[src/design/pdag_pkg.sv]
`timescale 1ns / 1ps
`default_nettype none

package pdag_pkg;

  // field widths
  localparam int ERR_W      = 24;
  localparam int TIME_W     = 32;
  localparam int GAIN_W     = 16;
  localparam int KF_W       = 13;
  localparam int BANK_W     = 13;
  localparam int MINDT_W    = 20;
  localparam int CMD_W      = 14;
  localparam int CFG_IDX_W  = 3;
  localparam int CFG_DATA_W = 20;

  // fixed point constants
  localparam int Q12_ONE  = 4096;
  localparam int US_PER_S = 1000000;

  // shared multiplier and accumulator
  localparam int MUL_A_W = 21;
  localparam int MUL_B_W = ERR_W + 1;
  localparam int PROD_W  = MUL_A_W + MUL_B_W;
  localparam int ACC_W   = PROD_W + 1;

  // divider: |diff * 1e6| < 2^(ERR_W + 20), quotient kept to ERR_W-1 bits
  localparam int MAG_W     = ERR_W + 20;
  localparam int QW        = ERR_W - 1;
  localparam int HI_W      = MAG_W - QW;
  localparam int DIV_CNT_W = $clog2(QW);

  // register indexes
  localparam logic [CFG_IDX_W-1:0] CFG_KP_GAIN     = 3'd0;
  localparam logic [CFG_IDX_W-1:0] CFG_KD_GAIN     = 3'd1;
  localparam logic [CFG_IDX_W-1:0] CFG_FILTER_GAIN = 3'd2;
  localparam logic [CFG_IDX_W-1:0] CFG_MAX_BANK    = 3'd3;
  localparam logic [CFG_IDX_W-1:0] CFG_MIN_DT_US   = 3'd4;

  // multiplier operand selects
  typedef enum logic [2:0] {
    A_USEC,
    A_KF,
    A_KF_INV,
    A_KP,
    A_KD
  } mul_a_sel_e;

  typedef enum logic [3:0] {
    B_DIFF_X,
    B_DIFF_Y,
    B_MEAS_X,
    B_OLD_X,
    B_MEAS_Y,
    B_OLD_Y,
    B_NEG_EX,
    B_EY,
    B_VX,
    B_VY
  } mul_b_sel_e;

  // controller to datapath
  typedef struct packed {
    logic       take_item;
    logic       store_prev;
    logic       mul_en;
    logic       mul_acc;
    mul_a_sel_e a_sel;
    mul_b_sel_e b_sel;
    logic       num_x_ld;
    logic       num_y_ld;
    logic       div_init;
    logic       div_step;
    logic       meas_ld;
    logic       vel_x_ld;
    logic       vel_y_ld;
    logic       bound_first;
    logic       pitch_ld;
    logic       emit;
  } pdag_ctl_t;

  // datapath to controller
  typedef struct packed {
    logic cmd;
    logic have_prev;
    logic dt_gt_min;
    logic out_busy;
  } pdag_stat_t;

  // clamp to +-max_bank
  function automatic logic signed [CMD_W-1:0] bound_cmd(
    input logic signed [ACC_W-1:0] x,
    input logic        [BANK_W-1:0] mb
  );
    logic signed [ACC_W-1:0] hi;
    logic signed [CMD_W-1:0] res;
    hi = signed'(ACC_W'(mb));
    if (x > hi) begin
      res = CMD_W'(hi);
    end else if (x < -hi) begin
      res = CMD_W'(-hi);
    end else begin
      res = CMD_W'(x);
    end
    return res;
  endfunction

  // saturate to the error width
  function automatic logic signed [ERR_W-1:0] sat_err(input logic signed [ACC_W-1:0] x);
    logic signed [ACC_W-1:0] hi;
    logic signed [ACC_W-1:0] lo;
    logic signed [ERR_W-1:0] res;
    hi = signed'(ACC_W'({1'b0, {(ERR_W-1){1'b1}}}));
    lo = -hi - ACC_W'(1);
    if (x > hi) begin
      res = ERR_W'(hi);
    end else if (x < lo) begin
      res = ERR_W'(lo);
    end else begin
      res = ERR_W'(x);
    end
    return res;
  endfunction

endpackage

`default_nettype wire

[src/design/pdag_ctrl.sv]
`timescale 1ns / 1ps
`default_nettype none

module pdag_ctrl (
  input  wire                       clk_i,
  input  wire                       rst_ni,
  input  wire                       in_valid_i,
  output logic                      in_ready_o,
  input  wire pdag_pkg::pdag_stat_t stat_i,
  output pdag_pkg::pdag_ctl_t       ctl_o
);

  localparam logic [4:0] ST_IDLE = 5'd0;
  localparam logic [4:0] ST_CHK  = 5'd1;
  localparam logic [4:0] ST_MULX = 5'd2;
  localparam logic [4:0] ST_MULY = 5'd3;
  localparam logic [4:0] ST_NUMY = 5'd4;
  localparam logic [4:0] ST_DIVI = 5'd5;
  localparam logic [4:0] ST_DIV  = 5'd6;
  localparam logic [4:0] ST_MEAS = 5'd7;
  localparam logic [4:0] ST_FX1  = 5'd8;
  localparam logic [4:0] ST_FX2  = 5'd9;
  localparam logic [4:0] ST_FY1  = 5'd10;
  localparam logic [4:0] ST_FY2  = 5'd11;
  localparam logic [4:0] ST_FW   = 5'd12;
  localparam logic [4:0] ST_PM1  = 5'd13;
  localparam logic [4:0] ST_PM2  = 5'd14;
  localparam logic [4:0] ST_RM1  = 5'd15;
  localparam logic [4:0] ST_RM2  = 5'd16;
  localparam logic [4:0] ST_RFIN = 5'd17;

  logic [4:0]                     state_q, state_d;
  logic [pdag_pkg::DIV_CNT_W-1:0] cnt_q, cnt_d;

  always_comb begin
    state_d    = state_q;
    cnt_d      = cnt_q;
    ctl_o      = '0;
    ctl_o.a_sel = pdag_pkg::A_USEC;
    ctl_o.b_sel = pdag_pkg::B_DIFF_X;
    in_ready_o = 1'b0;
    case (state_q)
      ST_IDLE: begin
        in_ready_o = 1'b1;
        if (in_valid_i) begin
          ctl_o.take_item = 1'b1;
          state_d         = ST_CHK;
        end
      end
      ST_CHK: begin
        if (!stat_i.cmd && (!stat_i.have_prev || stat_i.dt_gt_min)) begin
          ctl_o.store_prev = 1'b1;
        end
        if (!stat_i.cmd && stat_i.have_prev && stat_i.dt_gt_min) begin
          state_d = ST_MULX;
        end else begin
          state_d = ST_PM1;
        end
      end
      ST_MULX: begin
        ctl_o.mul_en = 1'b1;
        ctl_o.a_sel  = pdag_pkg::A_USEC;
        ctl_o.b_sel  = pdag_pkg::B_DIFF_X;
        state_d      = ST_MULY;
      end
      ST_MULY: begin
        ctl_o.mul_en   = 1'b1;
        ctl_o.a_sel    = pdag_pkg::A_USEC;
        ctl_o.b_sel    = pdag_pkg::B_DIFF_Y;
        ctl_o.num_x_ld = 1'b1;
        state_d        = ST_NUMY;
      end
      ST_NUMY: begin
        ctl_o.num_y_ld = 1'b1;
        state_d        = ST_DIVI;
      end
      ST_DIVI: begin
        ctl_o.div_init = 1'b1;
        cnt_d          = pdag_pkg::DIV_CNT_W'(pdag_pkg::QW - 1);
        state_d        = ST_DIV;
      end
      ST_DIV: begin
        ctl_o.div_step = 1'b1;
        if (cnt_q == '0) begin
          state_d = ST_MEAS;
        end else begin
          cnt_d = cnt_q - pdag_pkg::DIV_CNT_W'(1);
        end
      end
      ST_MEAS: begin
        ctl_o.meas_ld = 1'b1;
        state_d       = ST_FX1;
      end
      ST_FX1: begin
        ctl_o.mul_en = 1'b1;
        ctl_o.a_sel  = pdag_pkg::A_KF;
        ctl_o.b_sel  = pdag_pkg::B_MEAS_X;
        state_d      = ST_FX2;
      end
      ST_FX2: begin
        ctl_o.mul_en  = 1'b1;
        ctl_o.mul_acc = 1'b1;
        ctl_o.a_sel   = pdag_pkg::A_KF_INV;
        ctl_o.b_sel   = pdag_pkg::B_OLD_X;
        state_d       = ST_FY1;
      end
      ST_FY1: begin
        ctl_o.mul_en   = 1'b1;
        ctl_o.a_sel    = pdag_pkg::A_KF;
        ctl_o.b_sel    = pdag_pkg::B_MEAS_Y;
        ctl_o.vel_x_ld = 1'b1;
        state_d        = ST_FY2;
      end
      ST_FY2: begin
        ctl_o.mul_en  = 1'b1;
        ctl_o.mul_acc = 1'b1;
        ctl_o.a_sel   = pdag_pkg::A_KF_INV;
        ctl_o.b_sel   = pdag_pkg::B_OLD_Y;
        state_d       = ST_FW;
      end
      ST_FW: begin
        ctl_o.vel_y_ld = 1'b1;
        state_d        = ST_PM1;
      end
      ST_PM1: begin
        ctl_o.mul_en = 1'b1;
        ctl_o.a_sel  = pdag_pkg::A_KP;
        ctl_o.b_sel  = pdag_pkg::B_NEG_EX;
        state_d      = ST_PM2;
      end
      ST_PM2: begin
        ctl_o.mul_en      = 1'b1;
        ctl_o.a_sel       = pdag_pkg::A_KD;
        ctl_o.b_sel       = pdag_pkg::B_VX;
        ctl_o.bound_first = 1'b1;
        state_d           = ST_RM1;
      end
      ST_RM1: begin
        ctl_o.mul_en   = 1'b1;
        ctl_o.a_sel    = pdag_pkg::A_KP;
        ctl_o.b_sel    = pdag_pkg::B_EY;
        ctl_o.pitch_ld = 1'b1;
        state_d        = ST_RM2;
      end
      ST_RM2: begin
        ctl_o.mul_en      = 1'b1;
        ctl_o.a_sel       = pdag_pkg::A_KD;
        ctl_o.b_sel       = pdag_pkg::B_VY;
        ctl_o.bound_first = 1'b1;
        state_d           = ST_RFIN;
      end
      ST_RFIN: begin
        if (!stat_i.out_busy) begin
          ctl_o.emit = 1'b1;
          state_d    = ST_IDLE;
        end
      end
      default: begin
        state_d = ST_IDLE;
      end
    endcase
  end

  always_ff @(posedge clk_i or negedge rst_ni) begin
    if (!rst_ni) begin
      state_q <= ST_IDLE;
      cnt_q   <= '0;
    end else begin
      state_q <= state_d;
      cnt_q   <= cnt_d;
    end
  end

endmodule

`default_nettype wire

[src/design/pdag_dp.sv]
`timescale 1ns / 1ps
`default_nettype none

module pdag_dp (
  input  wire                                       clk_i,
  input  wire                                       rst_ni,
  // configuration
  input  wire                                       cfg_we_i,
  input  wire        [pdag_pkg::CFG_IDX_W-1:0]      cfg_idx_i,
  input  wire        [pdag_pkg::CFG_DATA_W-1:0]     cfg_data_i,
  // request fields
  input  wire                                       command_i,
  input  wire        [pdag_pkg::TIME_W-1:0]         time_us_i,
  input  wire signed [pdag_pkg::ERR_W-1:0]          err_x_i,
  input  wire signed [pdag_pkg::ERR_W-1:0]          err_y_i,
  input  wire signed [pdag_pkg::ERR_W-1:0]          ext_vel_x_i,
  input  wire signed [pdag_pkg::ERR_W-1:0]          ext_vel_y_i,
  // result
  input  wire                                       out_ready_i,
  output logic                                      out_valid_o,
  output logic signed [pdag_pkg::CMD_W-1:0]         pitch_cmd_o,
  output logic signed [pdag_pkg::CMD_W-1:0]         roll_cmd_o,
  output logic signed [pdag_pkg::ERR_W-1:0]         vel_used_x_o,
  output logic signed [pdag_pkg::ERR_W-1:0]         vel_used_y_o,
  // control
  input  wire pdag_pkg::pdag_ctl_t                  ctl_i,
  output pdag_pkg::pdag_stat_t                      stat_o
);

  localparam int EW = pdag_pkg::ERR_W;
  localparam int AW = pdag_pkg::ACC_W;
  localparam int TW = pdag_pkg::TIME_W;
  localparam int QW = pdag_pkg::QW;
  localparam int MW = pdag_pkg::MAG_W;
  localparam int HW = pdag_pkg::HI_W;

  localparam logic signed [AW-1:0] RND10 = AW'(512);
  localparam logic signed [AW-1:0] RND12 = AW'(2048);
  localparam logic signed [EW-1:0] MEAS_MAX = {1'b0, {(EW-1){1'b1}}};
  localparam logic signed [EW-1:0] MEAS_MIN = {1'b1, {(EW-1){1'b0}}};

  // configuration registers
  logic [pdag_pkg::GAIN_W-1:0]  kp_q, kd_q;
  logic [pdag_pkg::KF_W-1:0]    kf_raw_q;
  logic [pdag_pkg::BANK_W-1:0]  bank_q;
  logic [pdag_pkg::MINDT_W-1:0] min_dt_q;

  // estimator state
  logic                  have_prev_q;
  logic [TW-1:0]         prev_time_q;
  logic signed [EW-1:0]  prev_ex_q, prev_ey_q;
  logic signed [EW-1:0]  vel_x_q, vel_y_q;

  // item registers
  logic                  cmd_q;
  logic [TW-1:0]         time_q, dt_q;
  logic signed [EW-1:0]  ex_q, ey_q, evx_q, evy_q;
  logic signed [EW:0]    diff_x_q, diff_y_q;

  // multiplier and accumulator
  logic signed [pdag_pkg::MUL_A_W-1:0] mul_a;
  logic signed [pdag_pkg::MUL_B_W-1:0] mul_b;
  logic signed [pdag_pkg::PROD_W-1:0]  prod;
  logic signed [AW-1:0]                acc_q, acc_d, acc_abs;
  logic signed [AW-1:0]                rr10, rr12;
  logic [pdag_pkg::KF_W-1:0]           kf, kf_inv;

  // divider lanes, x in lane 0 and y in lane 1
  logic [MW-1:0]        num_q   [2];
  logic                 neg_q   [2];
  logic                 sat_q   [2];
  logic [TW-1:0]        rem_q   [2];
  logic [TW-1:0]        rem_d   [2];
  logic [QW-1:0]        lo_q    [2];
  logic [QW-1:0]        lo_d    [2];
  logic                 sat_d   [2];
  logic signed [EW-1:0] meas_d  [2];
  logic signed [EW-1:0] meas_q  [2];
  logic [TW:0]          r2      [2];
  logic [HW-1:0]        hi      [2];

  // post processing
  logic signed [pdag_pkg::CMD_W-1:0] t_q, pitch_t_q;
  logic signed [EW-1:0]              vx_used, vy_used;
  logic                              out_valid_q;
  logic signed [pdag_pkg::CMD_W-1:0] pitch_out_q, roll_out_q;
  logic signed [EW-1:0]              velx_out_q, vely_out_q;

  assign kf     = (kf_raw_q > pdag_pkg::KF_W'(pdag_pkg::Q12_ONE)) ?
                  pdag_pkg::KF_W'(pdag_pkg::Q12_ONE) : kf_raw_q;
  assign kf_inv = pdag_pkg::KF_W'(pdag_pkg::Q12_ONE) - kf;

  assign vx_used = cmd_q ? evx_q : vel_x_q;
  assign vy_used = cmd_q ? evy_q : vel_y_q;

  always_comb begin
    case (ctl_i.a_sel)
      pdag_pkg::A_USEC:   mul_a = pdag_pkg::MUL_A_W'(pdag_pkg::US_PER_S);
      pdag_pkg::A_KF:     mul_a = signed'(pdag_pkg::MUL_A_W'(kf));
      pdag_pkg::A_KF_INV: mul_a = signed'(pdag_pkg::MUL_A_W'(kf_inv));
      pdag_pkg::A_KP:     mul_a = signed'(pdag_pkg::MUL_A_W'(kp_q));
      pdag_pkg::A_KD:     mul_a = signed'(pdag_pkg::MUL_A_W'(kd_q));
      default:            mul_a = '0;
    endcase
    case (ctl_i.b_sel)
      pdag_pkg::B_DIFF_X: mul_b = diff_x_q;
      pdag_pkg::B_DIFF_Y: mul_b = diff_y_q;
      pdag_pkg::B_MEAS_X: mul_b = pdag_pkg::MUL_B_W'(meas_q[0]);
      pdag_pkg::B_OLD_X:  mul_b = pdag_pkg::MUL_B_W'(vel_x_q);
      pdag_pkg::B_MEAS_Y: mul_b = pdag_pkg::MUL_B_W'(meas_q[1]);
      pdag_pkg::B_OLD_Y:  mul_b = pdag_pkg::MUL_B_W'(vel_y_q);
      pdag_pkg::B_NEG_EX: mul_b = -pdag_pkg::MUL_B_W'(ex_q);
      pdag_pkg::B_EY:     mul_b = pdag_pkg::MUL_B_W'(ey_q);
      pdag_pkg::B_VX:     mul_b = pdag_pkg::MUL_B_W'(vx_used);
      pdag_pkg::B_VY:     mul_b = pdag_pkg::MUL_B_W'(vy_used);
      default:            mul_b = '0;
    endcase
  end

  assign prod  = mul_a * mul_b;
  assign acc_d = (ctl_i.mul_acc ? acc_q : '0) + AW'(prod);

  // round to nearest, ties up
  assign rr10    = (acc_q + RND10) >>> 10;
  assign rr12    = (acc_q + RND12) >>> 12;
  assign acc_abs = acc_q[AW-1] ? -acc_q : acc_q;

  // divider step and start
  always_comb begin
    for (int l = 0; l < 2; l++) begin
      hi[l]    = num_q[l][MW-1:QW];
      r2[l]    = {rem_q[l], lo_q[l][QW-1]};
      rem_d[l] = rem_q[l];
      lo_d[l]  = lo_q[l];
      sat_d[l] = sat_q[l];
      if (ctl_i.div_init) begin
        sat_d[l] = TW'(hi[l]) >= dt_q;
        rem_d[l] = TW'(hi[l]);
        lo_d[l]  = num_q[l][QW-1:0];
      end else if (ctl_i.div_step) begin
        if (r2[l] >= {1'b0, dt_q}) begin
          rem_d[l] = TW'(r2[l] - {1'b0, dt_q});
          lo_d[l]  = {lo_q[l][QW-2:0], 1'b1};
        end else begin
          rem_d[l] = r2[l][TW-1:0];
          lo_d[l]  = {lo_q[l][QW-2:0], 1'b0};
        end
      end
      if (neg_q[l]) begin
        meas_d[l] = sat_q[l] ? MEAS_MIN : -signed'({1'b0, lo_q[l]});
      end else begin
        meas_d[l] = sat_q[l] ? MEAS_MAX : signed'({1'b0, lo_q[l]});
      end
    end
  end

  // configuration and estimator state
  always_ff @(posedge clk_i or negedge rst_ni) begin
    if (!rst_ni) begin
      kp_q        <= pdag_pkg::GAIN_W'(4096);
      kd_q        <= pdag_pkg::GAIN_W'(410);
      kf_raw_q    <= pdag_pkg::KF_W'(4096);
      bank_q      <= pdag_pkg::BANK_W'(737);
      min_dt_q    <= pdag_pkg::MINDT_W'(10000);
      have_prev_q <= 1'b0;
      prev_time_q <= '0;
      prev_ex_q   <= '0;
      prev_ey_q   <= '0;
      vel_x_q     <= '0;
      vel_y_q     <= '0;
      out_valid_q <= 1'b0;
    end else begin
      if (cfg_we_i) begin
        case (cfg_idx_i)
          pdag_pkg::CFG_KP_GAIN:     kp_q     <= cfg_data_i[pdag_pkg::GAIN_W-1:0];
          pdag_pkg::CFG_KD_GAIN:     kd_q     <= cfg_data_i[pdag_pkg::GAIN_W-1:0];
          pdag_pkg::CFG_FILTER_GAIN: kf_raw_q <= cfg_data_i[pdag_pkg::KF_W-1:0];
          pdag_pkg::CFG_MAX_BANK:    bank_q   <= cfg_data_i[pdag_pkg::BANK_W-1:0];
          pdag_pkg::CFG_MIN_DT_US:   min_dt_q <= cfg_data_i[pdag_pkg::MINDT_W-1:0];
          default: begin
          end
        endcase
      end
      if (ctl_i.store_prev) begin
        have_prev_q <= 1'b1;
        prev_time_q <= time_q;
        prev_ex_q   <= ex_q;
        prev_ey_q   <= ey_q;
      end
      if (ctl_i.vel_x_ld) begin
        vel_x_q <= pdag_pkg::sat_err(rr12);
      end
      if (ctl_i.vel_y_ld) begin
        vel_y_q <= pdag_pkg::sat_err(rr12);
      end
      if (ctl_i.emit) begin
        out_valid_q <= 1'b1;
      end else if (out_ready_i) begin
        out_valid_q <= 1'b0;
      end
    end
  end

  // payload registers
  always_ff @(posedge clk_i) begin
    if (ctl_i.take_item) begin
      cmd_q    <= command_i;
      time_q   <= time_us_i;
      dt_q     <= time_us_i - prev_time_q;
      ex_q     <= err_x_i;
      ey_q     <= err_y_i;
      evx_q    <= ext_vel_x_i;
      evy_q    <= ext_vel_y_i;
      diff_x_q <= (EW + 1)'(prev_ex_q) - (EW + 1)'(err_x_i);
      diff_y_q <= (EW + 1)'(prev_ey_q) - (EW + 1)'(err_y_i);
    end
    if (ctl_i.mul_en) begin
      acc_q <= acc_d;
    end
    if (ctl_i.num_x_ld) begin
      num_q[0] <= acc_abs[MW-1:0];
      neg_q[0] <= acc_q[AW-1];
    end
    if (ctl_i.num_y_ld) begin
      num_q[1] <= acc_abs[MW-1:0];
      neg_q[1] <= acc_q[AW-1];
    end
    for (int l = 0; l < 2; l++) begin
      rem_q[l] <= rem_d[l];
      lo_q[l]  <= lo_d[l];
      sat_q[l] <= sat_d[l];
      if (ctl_i.meas_ld) begin
        meas_q[l] <= meas_d[l];
      end
    end
    if (ctl_i.bound_first) begin
      t_q <= pdag_pkg::bound_cmd(rr10, bank_q);
    end
    if (ctl_i.pitch_ld) begin
      pitch_t_q <= pdag_pkg::bound_cmd(AW'(t_q) + rr10, bank_q);
    end
    if (ctl_i.emit) begin
      pitch_out_q <= pitch_t_q;
      roll_out_q  <= pdag_pkg::bound_cmd(AW'(t_q) - rr10, bank_q);
      velx_out_q  <= vx_used;
      vely_out_q  <= vy_used;
    end
  end

  assign stat_o.cmd       = cmd_q;
  assign stat_o.have_prev = have_prev_q;
  assign stat_o.dt_gt_min = dt_q > TW'(min_dt_q);
  assign stat_o.out_busy  = out_valid_q & ~out_ready_i;

  assign out_valid_o  = out_valid_q;
  assign pitch_cmd_o  = pitch_out_q;
  assign roll_cmd_o   = roll_out_q;
  assign vel_used_x_o = velx_out_q;
  assign vel_used_y_o = vely_out_q;

endmodule

`default_nettype wire

[src/design/pd_attitude_guidance.sv]
// a request whose velocity estimate is held or external goes from the check to the two
// bounded pd sums; an update first runs the numerator multiply, serial divide and filter
// (the bit-serial divide of the error change by elapsed time sets the long case); a new
// request is taken only once the previous result has reached the result register
// reset: async active low, gains return to defaults, estimator state cleared
`timescale 1ns / 1ps
`default_nettype none

module pd_attitude_guidance (
  input  wire                                   clk_i,
  input  wire                                   rst_ni,
  // configuration write port
  input  wire                                   cfg_we_i,
  input  wire        [pdag_pkg::CFG_IDX_W-1:0]  cfg_idx_i,
  input  wire        [pdag_pkg::CFG_DATA_W-1:0] cfg_data_i,
  // request channel
  input  wire                                   in_valid_i,
  output logic                                  in_ready_o,
  input  wire                                   command_i,
  input  wire        [pdag_pkg::TIME_W-1:0]     time_us_i,
  input  wire signed [pdag_pkg::ERR_W-1:0]      err_x_i,
  input  wire signed [pdag_pkg::ERR_W-1:0]      err_y_i,
  input  wire signed [pdag_pkg::ERR_W-1:0]      ext_vel_x_i,
  input  wire signed [pdag_pkg::ERR_W-1:0]      ext_vel_y_i,
  // result channel
  output logic                                  out_valid_o,
  input  wire                                   out_ready_i,
  output logic signed [pdag_pkg::CMD_W-1:0]     pitch_cmd_o,
  output logic signed [pdag_pkg::CMD_W-1:0]     roll_cmd_o,
  output logic signed [pdag_pkg::ERR_W-1:0]     vel_used_x_o,
  output logic signed [pdag_pkg::ERR_W-1:0]     vel_used_y_o
);

  // sequencer commands and datapath flags
  pdag_pkg::pdag_ctl_t  ctl;
  pdag_pkg::pdag_stat_t stat;

  // controller: walks the request through check, numerator multiply,
  // serial divide, low-pass filter and the two bounded pd sums; holds the
  // final step while the previous result is still waiting in the output
  pdag_ctrl u_ctrl (
    .clk_i      (clk_i),
    .rst_ni     (rst_ni),
    .in_valid_i (in_valid_i),
    .in_ready_o (in_ready_o),
    .stat_i     (stat),
    .ctl_o      (ctl)
  );

  // datapath: config registers, estimator state, one shared multiply
  // accumulate unit, two divider lanes (x and y) and the result register
  // which lets a new request enter while a result is still pending
  pdag_dp u_dp (
    .clk_i        (clk_i),
    .rst_ni       (rst_ni),
    .cfg_we_i     (cfg_we_i),
    .cfg_idx_i    (cfg_idx_i),
    .cfg_data_i   (cfg_data_i),
    .command_i    (command_i),
    .time_us_i    (time_us_i),
    .err_x_i      (err_x_i),
    .err_y_i      (err_y_i),
    .ext_vel_x_i  (ext_vel_x_i),
    .ext_vel_y_i  (ext_vel_y_i),
    .out_ready_i  (out_ready_i),
    .out_valid_o  (out_valid_o),
    .pitch_cmd_o  (pitch_cmd_o),
    .roll_cmd_o   (roll_cmd_o),
    .vel_used_x_o (vel_used_x_o),
    .vel_used_y_o (vel_used_y_o),
    .ctl_i        (ctl),
    .stat_o       (stat)
  );

endmodule

`default_nettype wire

[config.mk]
export PLATFORM = sky130hd
export DESIGN_NAME = pd_attitude_guidance
export DESIGN_NICKNAME = d
export VERILOG_FILES = /design/src/design/pdag_pkg.sv /design/src/design/pdag_ctrl.sv /design/src/design/pdag_dp.sv /design/src/design/pd_attitude_guidance.sv
export SDC_FILE = /design/constraint.sdc
export NUM_CORES = 2
export LEC_CHECK = 0
export BUFFER_PORTS_ARGS = -buffer_cell sky130_fd_sc_hd__clkbuf_2
export CELL_PAD_IN_SITES_DETAIL_PLACEMENT = 1
export CELL_PAD_IN_SITES_GLOBAL_PLACEMENT = 2
export CORE_ASPECT_RATIO = 1.2
export CORE_MARGIN = 8
export CORE_UTILIZATION = 42
export CTS_CLUSTER_DIAMETER = 150
export DETAILED_ROUTE_END_ITERATION = 6
export PLACE_DENSITY_LB_ADDON = 0.1
export SYNTH_ARGS = -nofsm -noshare
export SYNTH_HDL_FRONTEND = slang
export SYNTH_SLANG_ARGS = --single-unit
[constraint.sdc]
create_clock -name clk_i -period 13.9 [get_ports clk_i]
set_input_delay 2.78 -clock clk_i [delete_from_list [all_inputs] [get_ports clk_i]]
set_output_delay 2.78 -clock clk_i [all_outputs]
set_load 0.01 [all_outputs]
======== Word-level counts from Yosys, hierarchy flattened ========
Memory sizes are Yosys's and may differ from the RTL's.
Index checks and enable logic that the tools add are counted.
word-level totals
  bits in registers ....................... 580
  memory bits (writable) .................. 250
  bits of input ports ..................... 157
  output and inout bits ................... 78
  memories kept ........................... 6
memories
  memory       depth  width  rd ports  clocked after Yosys merged registers in  wr ports  line           RTL
  u_dp.num_q   2      44     2         0                                        1         pdag_dp.sv:69  logic [MW-1:0] num_q [2];
  u_dp.rem_q   2      32     2         0                                        2         pdag_dp.sv:72  logic [TW-1:0] rem_q [2];
  u_dp.meas_q  2      24     2         0                                        2         pdag_dp.sv:78  logic signed [EW-1:0] meas_q [2];
  u_dp.lo_q    2      23     2         0                                        2         pdag_dp.sv:74  logic [QW-1:0] lo_q [2];
  u_dp.neg_q   2      1      2         0                                        1         pdag_dp.sv:70  logic neg_q [2];
  u_dp.sat_q   2      1      2         0                                        2         pdag_dp.sv:71  logic sat_q [2];
cells by class
  $add $sub $neg .......................... 17
  multiply operators ...................... 1
  magnitude comparators ................... 14
  eq/ne operators ......................... 38
  multiplexer cells ....................... 75
  bitwise logic cells ..................... 2
  reduce and logical (&&, ||, !) cells .... 25
operators by type and width
  kind                                                               count
  25-bit case mux with 10 select lines                               1
  24-bit two-way mux                                                 8
  32-bit two-way mux                                                 6
  23-bit two-way mux                                                 6
  20-bit case mux with 5 select lines                                1
  32-bit subtractor                                                  3
  47-bit by 14-bit > comparator with 1-bit output                    2
  47-bit < comparator                                                2
  5-bit case mux with 18 select lines                                1
  44-bit two-way mux                                                 2
  33-bit by 32-bit greater-or-equal comparator with 1-bit output     2
  21-bit by 32-bit greater-or-equal comparator with 1-bit output     2
  7-bit case mux with 9 select lines                                 1
  13-bit two-way mux                                                 4
  24-bit by 24-bit subtractor with 25-bit output                     2
  23-bit negation with 24-bit output                                 2
  47-bit by 11-bit adder with 47-bit output (second input constant)  1
  47-bit by 13-bit adder with 47-bit output (second input constant)  1
  47-bit adder                                                       1
  37-bit by 47-bit < comparator with 1-bit output                    1
  47-bit two-way mux                                                 1
  13-bit negation with 47-bit output                                 1
  21-bit by 25-bit multiplier with 46-bit output                     1
  44-bit negation                                                    1
  44 further kinds                                                   119

======== Logic depth before layout (Yosys ltp) ========
  depth after elaboration ................. 6
  mapped depth ............................ 55
  depth with buffers taken out ............ 54

======== Cells and area by module ========
Synthesis repeated with hierarchy kept, for this count alone.
second synthesis, totals
  cell total of the unflattened synthesis .. 7578
  area total of the unflattened synthesis .. 73554.3 um^2
by module, submodules not included
  module     times used  cells each  area each (um^2)  sequential area each (um^2)
  pdag_dp    1           7471        72737.3           23383.7
  pdag_ctrl  1           107         817.0             250.2

======== Least setup slack after synthesis ========
Ideal clock, no wire load.
  path kind ............................... reg-to-reg
  start ................................... register u_dp.kf_raw_q[3] (netlist name)
  end ..................................... register u_dp.acc_q[46], data pin
  arrival ................................. 12383 ps
  path slack .............................. 1254 ps
  stages on the path, launching flop included .. 51
  clock period less this slack ............ 12646 ps
  cells stage by stage .................... dfrtp_1 -> or4_1 -> or4_1 -> or4_1 -> o31ai_1 -> nand2_1 -> ha_1 -> o21ai_0 -> o21bai_1 -> o21ai_0 -> xnor2_1 -> a222oi_1 -> clkbuf_1 -> a31oi_1 -> fa_1 -> inv_1 -> fa_1 -> fa_1 -> [15 not listed] -> o2bb2ai_1 -> nor2_1 -> nor2_1 -> xnor2_1 -> ha_1 -> a21o_1 -> a21oi_1 -> nor2_1 -> nor2_1 -> o21ai_0 -> a221o_1 -> a21oi_1 -> nor2_1 -> a211oi_1 -> o31ai_1 -> a21oi_1 -> xnor2_1 -> xnor2_1
between the ends
  word-level cells in the longest chain between the ends .. 6
RTL lines
  what                                                line            RTL
  from (decl)                                         pdag_dp.sv:44   logic [pdag_pkg::KF_W-1:0] kf_raw_q;
  from (signal assigned)                              pdag_dp.sv:162  kf_raw_q <= pdag_pkg::KF_W'(4096);
  from (signal assigned)                              pdag_dp.sv:177  pdag_pkg::CFG_FILTER_GAIN: kf_raw_q <= cfg_data_i[pdag_pkg::KF_W-1:0];
  13-bit > comparator                                 pdag_dp.sv:89   assign kf = (kf_raw_q > pdag_pkg::KF_W'(pdag_pkg::Q12_ONE)) ?
  13-bit two-way mux (*)                              pdag_dp.sv:89
  13-bit subtractor                                   pdag_dp.sv:91   assign kf_inv = pdag_pkg::KF_W'(pdag_pkg::Q12_ONE) - kf;
  20-bit case mux with 5 select lines (*)             pdag_dp.sv:97   case (ctl_i.a_sel)
  21-bit by 25-bit multiplier with 46-bit output (*)  pdag_dp.sv:120  assign prod = mul_a * mul_b;
  47-bit adder (*)                                    pdag_dp.sv:121  assign acc_d = (ctl_i.mul_acc ? acc_q : '0) + AW'(prod);
  via u_dp.acc_d[46]                                  pdag_dp.sv:64   logic signed [AW-1:0] acc_q, acc_d, acc_abs;
  to (signal assigned)                                pdag_dp.sv:218  acc_q <= acc_d;
  to (decl)                                           pdag_dp.sv:64
The timed path passes the listed nets; every way through them passes the cells marked *.
A chain may end at the register's enable or synchronous reset.

======== Final worst setup path ========
  start ................................... register u_dp.kf_raw_q[3] (netlist name)
  end ..................................... register u_dp.acc_q[43], data pin
Same word-level chain as after synthesis.

==> impl_metrics.json <==
{
  "hold_depth": 0,
  "io_pins": 235,
  "final_hold_viol_count": 0,
  "maxCapViolCount": 0,
  "synth_edf_count": 590,
  "ant_nets": 0,
  "nNetsFinal": 9079,
  "ys_warn_count": 0,
  "period_minus_slack_ps": 13130,
  "die_h_um": 472,
  "netlist_area_sq_mm": 0.0728,
  "required_ps": 14360,
  "reg2regPathDepth": 50,
  "instances_no_fill": 10200,
  "grt_use_total": 0.273,
  "syn_inst": 7605,
  "grt_max_degree": 148,
  "rsz0062_at_grt": "no",
  "drtIter0Drc": 3454,
  "place_area_sq_mm": 0.0772,
  "seq_area_frac_synth": 0.325,
  "first_global_vias": 62000,
  "core_area_sq_mm": 0.172,
  "grt_antenna_before_repair": 17,
  "overflow": 0,
  "syn_avg_cell_area_sq_um": 9.58,
  "stdcell_area_sq_mm": 0.0805,
  "synth.distinct_cells": 92,
  "dieArea_sq_mm": 0.187,
  "place_inst": 9969,
  "min_path_type": "reg2reg",
  "grt_pass1_wl_um": 393000,
  "wl_per_cell_um": 25.6,
  "ys_ff_latch": 830,
  "fmax_mhz": 76.1,
  "dp_hpwl_um": 207000,
  "slowest_delay_ps": 590,
  "std_cell_rows": 167,
  "wl_um": 260000,
  "numCtsBuffers": 95,
  "synth_ff_type": "edfxtp_1",
  "fin_util": 0.467,
  "clk_latency_ps": 730,
  "syn_nets": 8898,
  "path_delay_family": "compound AO/OA/AOI/OAI gates",
  "final_common_cell": "inv_1",
  "top_layer": "met5",
  "cp.arrival_ps": 13600,
  "firstDrtPassIters": 6,
  "cts_max_path_buffers": 3,
  "fin_crit_sh": 0.945,
  "routed_via_density": 5.71,
  "gp_congestion": 0.883,
  "final_cell_mix": "inv_1 (956), nand2_1 (763), ha_1 (638)",
  "cts.sinks": 830,
  "worstPathBufferInverterCount": 6,
  "outcome": "finished, final reports clean",
  "die_x_um": 396,
  "met2WireLength_um": 127000,
  "slew_violations": 0,
  "htree_levels": 3,
  "cts.clk_slew.worst_paths_ps": 60,
  "m1WireLength_um": 110000,
  "cp_num_cells": 50,
  "cts_root_buf": "clkbuf_16",
  "num_vias": 58000,
  "dr_wl_met3_um": 12000,
  "syn_to_final_growth_pct": 10.6,
  "maxSlewHeadroom": 0.237,
  "criticalPathCategory": "reg2reg",
  "drive_gt1_frac": 0.107,
  "port_buffers": 234,
  "initial_utilization": 0.422,
  "finClkSkew_ps": 32.4,
  "cp_common_cell": "fa_1",
  "start_kind": "flop",
  "cts_tree": "done",
  "finalSetupViolations": 0,
  "end_kind": "flop",
  "worstMarginPinSlew_ps": 1130,
  "drc_errors": 0,
  "cpMaxStageDelayCell": "or4_1",
  "async_flop_share": 0.263,
  "final.setup.tns_ps": 0,
  "cp_max_fo": 6
}
final timing paths:
check / endpoint / startpoint / slack, ps
worst max register to register: u_dp.acc_q[43] / u_dp.kf_raw_q[3] / 770
worst max-delay path: u_dp.acc_q[43] / u_dp.kf_raw_q[3] / 770
max in group asynchronous: u_dp.prev_ex_q[15] / rst_ni / 10460
worst min register to register: u_dp.pitch_cmd_o[12] / u_dp.pitch_t_q[12] / 420
min in group asynchronous: u_dp.prev_time_q[19] / rst_ni / 2030
worst min-delay path: u_dp.pitch_cmd_o[12] / u_dp.pitch_t_q[12] / 420
flip-flops by register name (all words and copies together), names as in the netlist, 25 cells and up:
register,count
u_dp.diff_y_q,25
u_dp.dt_q,32
u_dp.meas_q,48
u_dp.num_q,88
u_dp.lo_q,46
u_dp.acc_q,47
u_dp.rem_q,64
u_dp.diff_x_q,25
u_dp.time_q,32
u_dp.prev_time_q,32
final cells by class:
class	count	area (sq um)
Clock inverter	54	641
Antenna cell	6	15.0
Multi-Input combinational cell	5517	44800
Inverter	962	3610
Tap cell	2281	2850
Sequential cell	830	23600
Clock buffer	126	2650
Fill cell	19600	91900
Timing Repair Buffer	380	2310
worst reg2reg max path, delay by kind of cell, from the launching register on:
family	cells	cell delay [ps]
AOI/OAI and AO/OA	20	4830
xor gates and xnor gates	2	270
adders and majority gates	10	4530
buffers and inverters	6	320
DFF	1	430
and+or+nand+nor	12	2510
per-layer routing:
metal	track usage	vias up
met5	0	-
met2	0.470	1275
met1	0.350	29800
met4	0.106	4
li1	-	26600
met3	0.0320	381
kinds of logic after synthesis:
logic type	share of synthesized area
muxes	0.0391
AOI/OAI and AO/OA	0.137
adders and majority gates	0.246
buffers and inverters	0.0651
other	0.0000515
and+or+nand+nor	0.137
xor gates and xnor gates	0.0501
DFF	0.325
Yosys cell counts (81+ instances only):
cell | instances | area (sq um)
fa_1 | 498 | 9970
o21ai_0 | 329 | 1650
dfrtp_1 | 201 | 5030
ha_1 | 638 | 7980
nor3_1 | 129 | 646
nand3_1 | 108 | 541
clkbuf_1 | 249 | 935
nor2b_1 | 88 | 551
a21oi_1 | 387 | 1940
mux2_2 | 194 | 2180
nand2b_1 | 81 | 507
nor2_1 | 574 | 2150
nand2_1 | 765 | 2870
xnor2_1 | 295 | 2580
a21o_1 | 180 | 1350
inv_1 | 958 | 3600
xor2_1 | 122 | 1070
edfxtp_1 | 590 | 17700
a31oi_1 | 96 | 601
through the flow:
stage	hold WS (ps)	setup slack, ps
2_1_floorplan	400	1250
5_1_grt	423	33.7
3_3_place_gp	407	748
4_1_cts	418	516
6_report	421	765
3_5_place_dp	405	574
repair_timing:
| item | 4_1_cts | 5_1_grt |
|---|---|---|
| gates resized for setup | 0 | 8 |
| endpoints found under the setup margin | 0 | 5 |
| hold buffers | 0 | 0 |
| buffers inserted | 0 | 1 |
Power is not shown: default switching activity piles up to over one toggle a cycle in this logic, so the estimate is an artifact.
